**config.mk**
```make
export PLATFORM = sky130hd
export DESIGN_NAME = lrog_mul
export DESIGN_NICKNAME = d
export VERILOG_FILES = /design/src/design/laser_ray_occupancy_grid_update_top_defines.svh /design/src/design/lrog_pkg.sv /design/src/design/lrog_mul.sv
export SDC_FILE = /design/constraint.sdc
export NUM_CORES = 1
export LEC_CHECK = 0
export BUFFER_PORTS_ARGS = -buffer_cell sky130_fd_sc_hd__clkbuf_2
export CORE_MARGIN = 2
export CORE_UTILIZATION = 40
export CTS_CLUSTER_DIAMETER = 50
export CTS_CLUSTER_SIZE = 16
export DETAILED_ROUTE_END_ITERATION = 8
export PLACE_DENSITY = 0.66
export SLEW_MARGIN = 20
export SYNTH_ARGS = -nofsm -noshare
export SYNTH_HDL_FRONTEND = slang
export SYNTH_SLANG_ARGS = --single-unit
```
**constraint.sdc**
```tcl
create_clock -name clk_i -period 9.75 [get_ports clk_i]
set_input_delay 1.4625 -clock clk_i [delete_from_list [all_inputs] [get_ports clk_i]]
set_output_delay 1.4625 -clock clk_i [all_outputs]
set_load 0.05 [all_outputs]
```
**src/design/laser_ray_occupancy_grid_update_top_defines.svh**
```systemverilog
// Assertion macros for the occupancy grid mapper
`ifndef LASER_RAY_OCCUPANCY_GRID_UPDATE_TOP_DEFINES_SVH
`define LASER_RAY_OCCUPANCY_GRID_UPDATE_TOP_DEFINES_SVH

// same-cycle implication, clocked on clk_i, off during reset
`define LROG_ASSERT_NOW(lbl, ante, cons, msg) \
  lbl: assert property (@(posedge clk_i) disable iff (!rst_ni) (ante) |-> (cons)) \
    else $error(msg);

// next-cycle implication, clocked on clk_i, off during reset
`define LROG_ASSERT_NEXT(lbl, ante, cons, msg) \
  lbl: assert property (@(posedge clk_i) disable iff (!rst_ni) (ante) |=> (cons)) \
    else $error(msg);

`endif

```
**src/design/lrog_pkg.sv**
```systemverilog
// Types, constants and sine helpers for the occupancy grid mapper
`default_nettype none
package lrog_pkg;

  typedef struct packed {
    logic [1:0]         op;
    logic signed [15:0] pose_x;
    logic signed [15:0] pose_y;
    logic [15:0]        pose_heading;
    logic [9:0]         beam_index;
    logic [15:0]        beam_range_mm;
    logic [8:0]         read_row;
    logic [8:0]         read_col;
  } in_beat_t;

  typedef struct packed {
    logic [7:0] cell_value;
    logic       beam_used;
  } out_beat_t;

  typedef struct packed {
    logic wr;
    logic rd;
  } grid_ctl_t;

  typedef enum logic [1:0] {
    OP_POSE = 2'd0,
    OP_BEAM = 2'd1,
    OP_READ = 2'd2,
    OP_NONE = 2'd3
  } op_e;

  localparam int CFG_IDX_W = 3;
  typedef enum logic [CFG_IDX_W-1:0] {
    CFG_ANGLE_MIN  = 3'd0,
    CFG_ANGLE_STEP = 3'd1,
    CFG_MAX_RANGE  = 3'd2,
    CFG_CELL_SCALE = 3'd3,
    CFG_OCC_THICK  = 3'd4
  } cfg_e;

  localparam logic [15:0] RST_ANGLE_MIN  = 16'd0;
  localparam logic [15:0] RST_ANGLE_STEP = 16'd102;
  localparam logic [9:0]  RST_MAX_RANGE  = 10'd100;
  localparam logic [15:0] RST_CELL_SCALE = 16'd256;
  localparam logic [15:0] RST_OCC_THICK  = 16'd667;

  localparam logic [7:0] MAP_OCC     = 8'd0;
  localparam logic [7:0] MAP_UNKNOWN = 8'd86;
  localparam logic [7:0] MAP_FREE    = 8'd172;
  localparam logic [7:0] MAP_ROBOT   = 8'd255;

  localparam int MUL_W  = 21;
  localparam int PROD_W = 42;
  localparam int NUM_W  = 44;
  localparam int CRD_W  = 19;

  // march numerator / (5 * 2^23): shift, then multiply by 2^22/5 rounded up
  localparam int          DIV_SHIFT   = 23;
  localparam logic [19:0] RECIP5      = 20'd838861;
  localparam int          RECIP5_LSB  = 22;
  localparam int          RECIP_SHIFT = 19;
  localparam logic [16:0] STEP_MM     = 17'd100;
  localparam logic [15:0] QUARTER     = 16'd16384;

  localparam logic [14:0] SINE_Q14 [65] = '{
    15'd0,     15'd402,   15'd804,   15'd1205,  15'd1606,  15'd2006,  15'd2404,  15'd2801,
    15'd3196,  15'd3590,  15'd3981,  15'd4370,  15'd4756,  15'd5139,  15'd5520,  15'd5897,
    15'd6270,  15'd6639,  15'd7005,  15'd7366,  15'd7723,  15'd8076,  15'd8423,  15'd8765,
    15'd9102,  15'd9434,  15'd9760,  15'd10080, 15'd10394, 15'd10702, 15'd11003, 15'd11297,
    15'd11585, 15'd11866, 15'd12140, 15'd12406, 15'd12665, 15'd12916, 15'd13160, 15'd13395,
    15'd13623, 15'd13842, 15'd14053, 15'd14256, 15'd14449, 15'd14635, 15'd14811, 15'd14978,
    15'd15137, 15'd15286, 15'd15426, 15'd15557, 15'd15679, 15'd15790, 15'd15893, 15'd15986,
    15'd16069, 15'd16143, 15'd16207, 15'd16261, 15'd16305, 15'd16340, 15'd16364, 15'd16379,
    15'd16384
  };

  typedef struct packed {
    logic [14:0] base;
    logic [8:0]  diff;
    logic [7:0]  frac;
    logic        neg;
  } sine_parts_t;

  function automatic sine_parts_t sine_parts(input logic [15:0] a);
    logic [14:0] r;
    logic [6:0]  i;
    sine_parts_t p;
    r = {1'b0, a[13:0]};
    if (a[14]) begin
      r = 15'd16384 - r;
    end
    i = r[14:8];
    p.frac = r[7:0];
    p.neg  = a[15];
    if (i == 7'd64) begin
      p.base = 15'd16384;
      p.diff = '0;
    end else begin
      p.base = SINE_Q14[i];
      p.diff = 9'(SINE_Q14[7'(i + 7'd1)] - SINE_Q14[i]);
    end
    return p;
  endfunction

  function automatic logic signed [15:0] sine_finish(input sine_parts_t p,
                                                     input logic [8:0] prod_hi);
    logic signed [15:0] v;
    v = signed'({1'b0, 15'(p.base + 15'(prod_hi))});
    return p.neg ? -v : v;
  endfunction

endpackage
`default_nettype wire

```
**src/design/lrog_mul.sv**
```systemverilog
// Shared registered signed multiplier
`default_nettype none
module lrog_mul (
  input  logic                                clk_i,
  input  logic signed [lrog_pkg::MUL_W-1:0]   a_i,
  input  logic signed [lrog_pkg::MUL_W-1:0]   b_i,
  output logic signed [lrog_pkg::PROD_W-1:0]  p_o
);
  import lrog_pkg::*;

  logic signed [PROD_W-1:0] p_q;

  always_ff @(posedge clk_i) begin
    p_q <= PROD_W'(a_i) * PROD_W'(b_i);
  end

  assign p_o = p_q;
endmodule
`default_nettype wire

```
==> results.py <==
metrics = {
    "logic_synthesis": {
        "dominantRegCellSynth": "dfxtp_1",
        "synthesis.area_per_instance_sq_um": 9.217,
        "synth_edf_count": 0,
        "synth-seq-cells": 42,
        "synthesis.nets": 2498,
        "yosys.area_share.simple_pct": 14.55,
        "yosysTopAreaCell": "fa_1",
        "syn_area_sq_um": 17370,
        "synth-compound-area-share_pct": 4.544,
        "post_synth_xor_area_fraction_pct": 2.268,
        "yosys.area_share.adder_pct": 60.88,
        "syn_inst": 1885,
        "synthMostInstantiatedCell": "inv_1",
        "synthArstFlopShare_pct": 0,
        "synth_top_family_by_area": "adder cells",
        "synth.top_cells.by_count": "inv_1, fa_1, nand2_1",
        "synthDistinctLibCells": 52,
        "synth_sequential_area_ratio_pct": 4.839,
        "synth_largest_type_area_fraction_pct": 52.89,
        "synth_top_cells_by_area": "fa_1, inv_1, ha_1",
        "ys_warn_count": 0,
        "yosys-mux-area-fraction_pct": 0,
    },
    "clocking": {
        "numCtsBuffers": 5,
        "post-cts-setup-buffer-count": 0,
        "cts_sinks": 42,
        "cts_resized": 0,
        "worst_setup_hold_path_clk_slew_ns": 0.06,
        "cts_max_path_buffers": 2,
        "cts.root.buffer_cell": "clkbuf_16",
        "tritoncts": "yes",
        "cts_htree_levels": 2,
        "cts_hold_buffers": 0,
    },
    "critical_path": {
        "required_ns": 9.92,
        "timing.critical_path.cells": "clkbuf_2 > nand2_1 > fa_1 > inv_1 > fa_1 > fa_1 > inv_1 > fa_1 > inv_1 > fa_1 > fa_1 > inv_1 > fa_1 > inv_1 > ha_1 > a21o_1 > a21o_1 > a21oi_1 > nor2b_1 > o21a_1 > nor4_1 > a21oi_1 > xnor2_1",
        "critical_path.max_fanout": 21,
        "worstSetupPathDepth": 23,
        "critical_path.startpoint_type": "input port",
        "arrival_ns": 8.32,
        "crit_top_cell": "fa_1",
        "path_class": "input port to flop",
        "dominant_delay_contributor_by_cell_family_on_the_critical_path": "adder cells",
        "timing.critical_path.buf_inv": 6,
        "cp_slowest_stage_delay_ns": 0.94,
        "worst_setup_path_end_kind": "flop",
        "critical_path.slowest_cell": "fa_1",
    },
    "sta": {
        "setup_slack_ns": 1.603,
        "finalWorstPathRequiredPeriod_ns": 8.147,
        "setup_failing_eps_final": 0,
        "fmax_ghz": 0.1227,
        "setup_tns_ns": 0,
        "worst_hold_slack_ns": 1.758,
        "hold_violations": 0,
        "fin_crit_sh_pct": 83.56,
        "worst_slew_pin_slew_ns": 0.7688,
        "drv_slew": 0,
        "setup_repair_after_global_routing_missed_its_margin": "false",
        "timing.slew.headroom_pct": 48.69,
    },
    "drt": {
        "first_pass_iters": 5,
        "route.vias.total": 12040,
        "drc_viols": 0,
        "route.antenna.remaining_nets": 0,
        "dr_vias_cell": 4.862,
        "routedWlPerCell_um": 16.28,
        "routed_wirelength_mm": 40.32,
        "drt_iter0_markers": 505,
    },
    "global_route": {
        "grt_pass1_wl_mm": 70.05,
        "antenna_found_initial": 1,
        "first_global_vias": 14150,
        "grt.overflow.total": 0,
        "grt_usage_pct": 19.85,
        "grt_start_max_net_pins": 22,
    },
    "worst_hold_path": {
        "worstHoldStart": "b_i[0]",
        "hold_class": "input port to flop",
        "number_of_cells_traversed_by_the_worst_hold_path": 2,
        "hold_end": "p_o[0]",
    },
    "final_layout": {
        "area.growth.synth_to_final_pct": 5.732,
        "multi_input_comb_area_sq_um": 14290,
        "drive_above_1_share_pct": 5.447,
        "largest_register_ffs": 42,
        "layout.cells.non_filler": 2477,
        "seq_area_sq_um": 840.8,
        "filler_cell_count": 4238,
        "net_total_in_the_final_layout": 2503,
    },
    "place": {
        "globalplace.congestion": 0.8641,
        "place_ws_ns": 1.301,
        "placement.io_buffers": 84,
        "place.detailed.hpwl_mm": 34.16,
        "inst_count_dp": 2468,
    },
    "floorplan": {
        "ioPinCount": 85,
        "core_region_area_sq_um": 42980,
        "die-height_um": 212.4,
        "dieWidth_um": 212.4,
        "die_area_sq_um": 45120,
        "row_count": 76,
        "start_util_pct": 40.42,
    },
    "outcome": {
        "run_status": "complete, no violations",
    },
    "job": {
        "cap_violations": 0,
    },
}
==> final cells by class <==
cell class              instances  area share [%]
diodes                          1         0.01362
clock buffers                   6          0.7015
clock inverters                 2          0.2043
inverters                     511           10.44
multi-input cells            1246           77.79
flip-flops and latches         42           4.577
well taps                     585           3.984
repair buffers                 84           2.289
==> layout by cell type, fill, tap and decap left out, types with 7 or more instances in the layout <==
cell / synthesis / final
a21o_1: 22 / 22
a21oi_1: 41 / 41
and2_1: 200 / 200
clkbuf_2: 1 / 84
dfxtp_1: 42 / 42
fa_1: 459 / 459
ha_1: 111 / 111
inv_1: 511 / 511
nand2_1: 242 / 242
nand2b_1: 9 / 9
nand3_1: 7 / 7
nor2_1: 28 / 28
o21ai_0: 13 / 13
xnor2_1: 35 / 35
xor2_1: 10 / 10
==> stage by stage <==
| stage | utilization [%] | instance area, sq um |
|---|---|---|
| after floorplan | - | 17370 |
| after global placement | 42.35 | 18200 |
| after detailed placement | 42.35 | 18200 |
| after CTS | 42.73 | 18370 |
| after global routing | 42.74 | 18370 |
| final | 42.74 | 18370 |
==> worst max path at each step <==
stage	startpoint	to	slack, ns
2_1_floorplan	a_i[20]	p_o[41]	1.95
3_3_place_gp	a_i[20]	p_o[41]	1.35
3_5_place_dp	a_i[20]	p_o[41]	1.30
4_1_cts	a_i[20]	p_o[41]	1.60
5_1_grt	a_i[20]	p_o[41]	1.14
6_report	a_i[20]	p_o[41]	1.60
==> layer usage <==
metal	track usage (%)	vias to the layer above	part of all wire, %
li1	-	5385	-
met1	23.27	6307	38
met2	37.76	285	54
met3	1.507	65	3.7
met4	7.258	0	3.9
met5	0	-	0
==> kinds of logic (layout without fill, tap and decap cells) <==
group                    Yosys count  count (layout)
AO/OA/AOI/OAI                    118             118
XOR/XNOR                          45              45
adder cells (fa/ha/maj)          570             570
buffers and inverters            597             603
flip-flops                        42              42
other                              0               1
AND/OR/NAND/NOR                  513             513
Power is left out: the tool's default activity adds up to more than one toggle a clock period on the data nets, which glitch-free logic cannot reach.
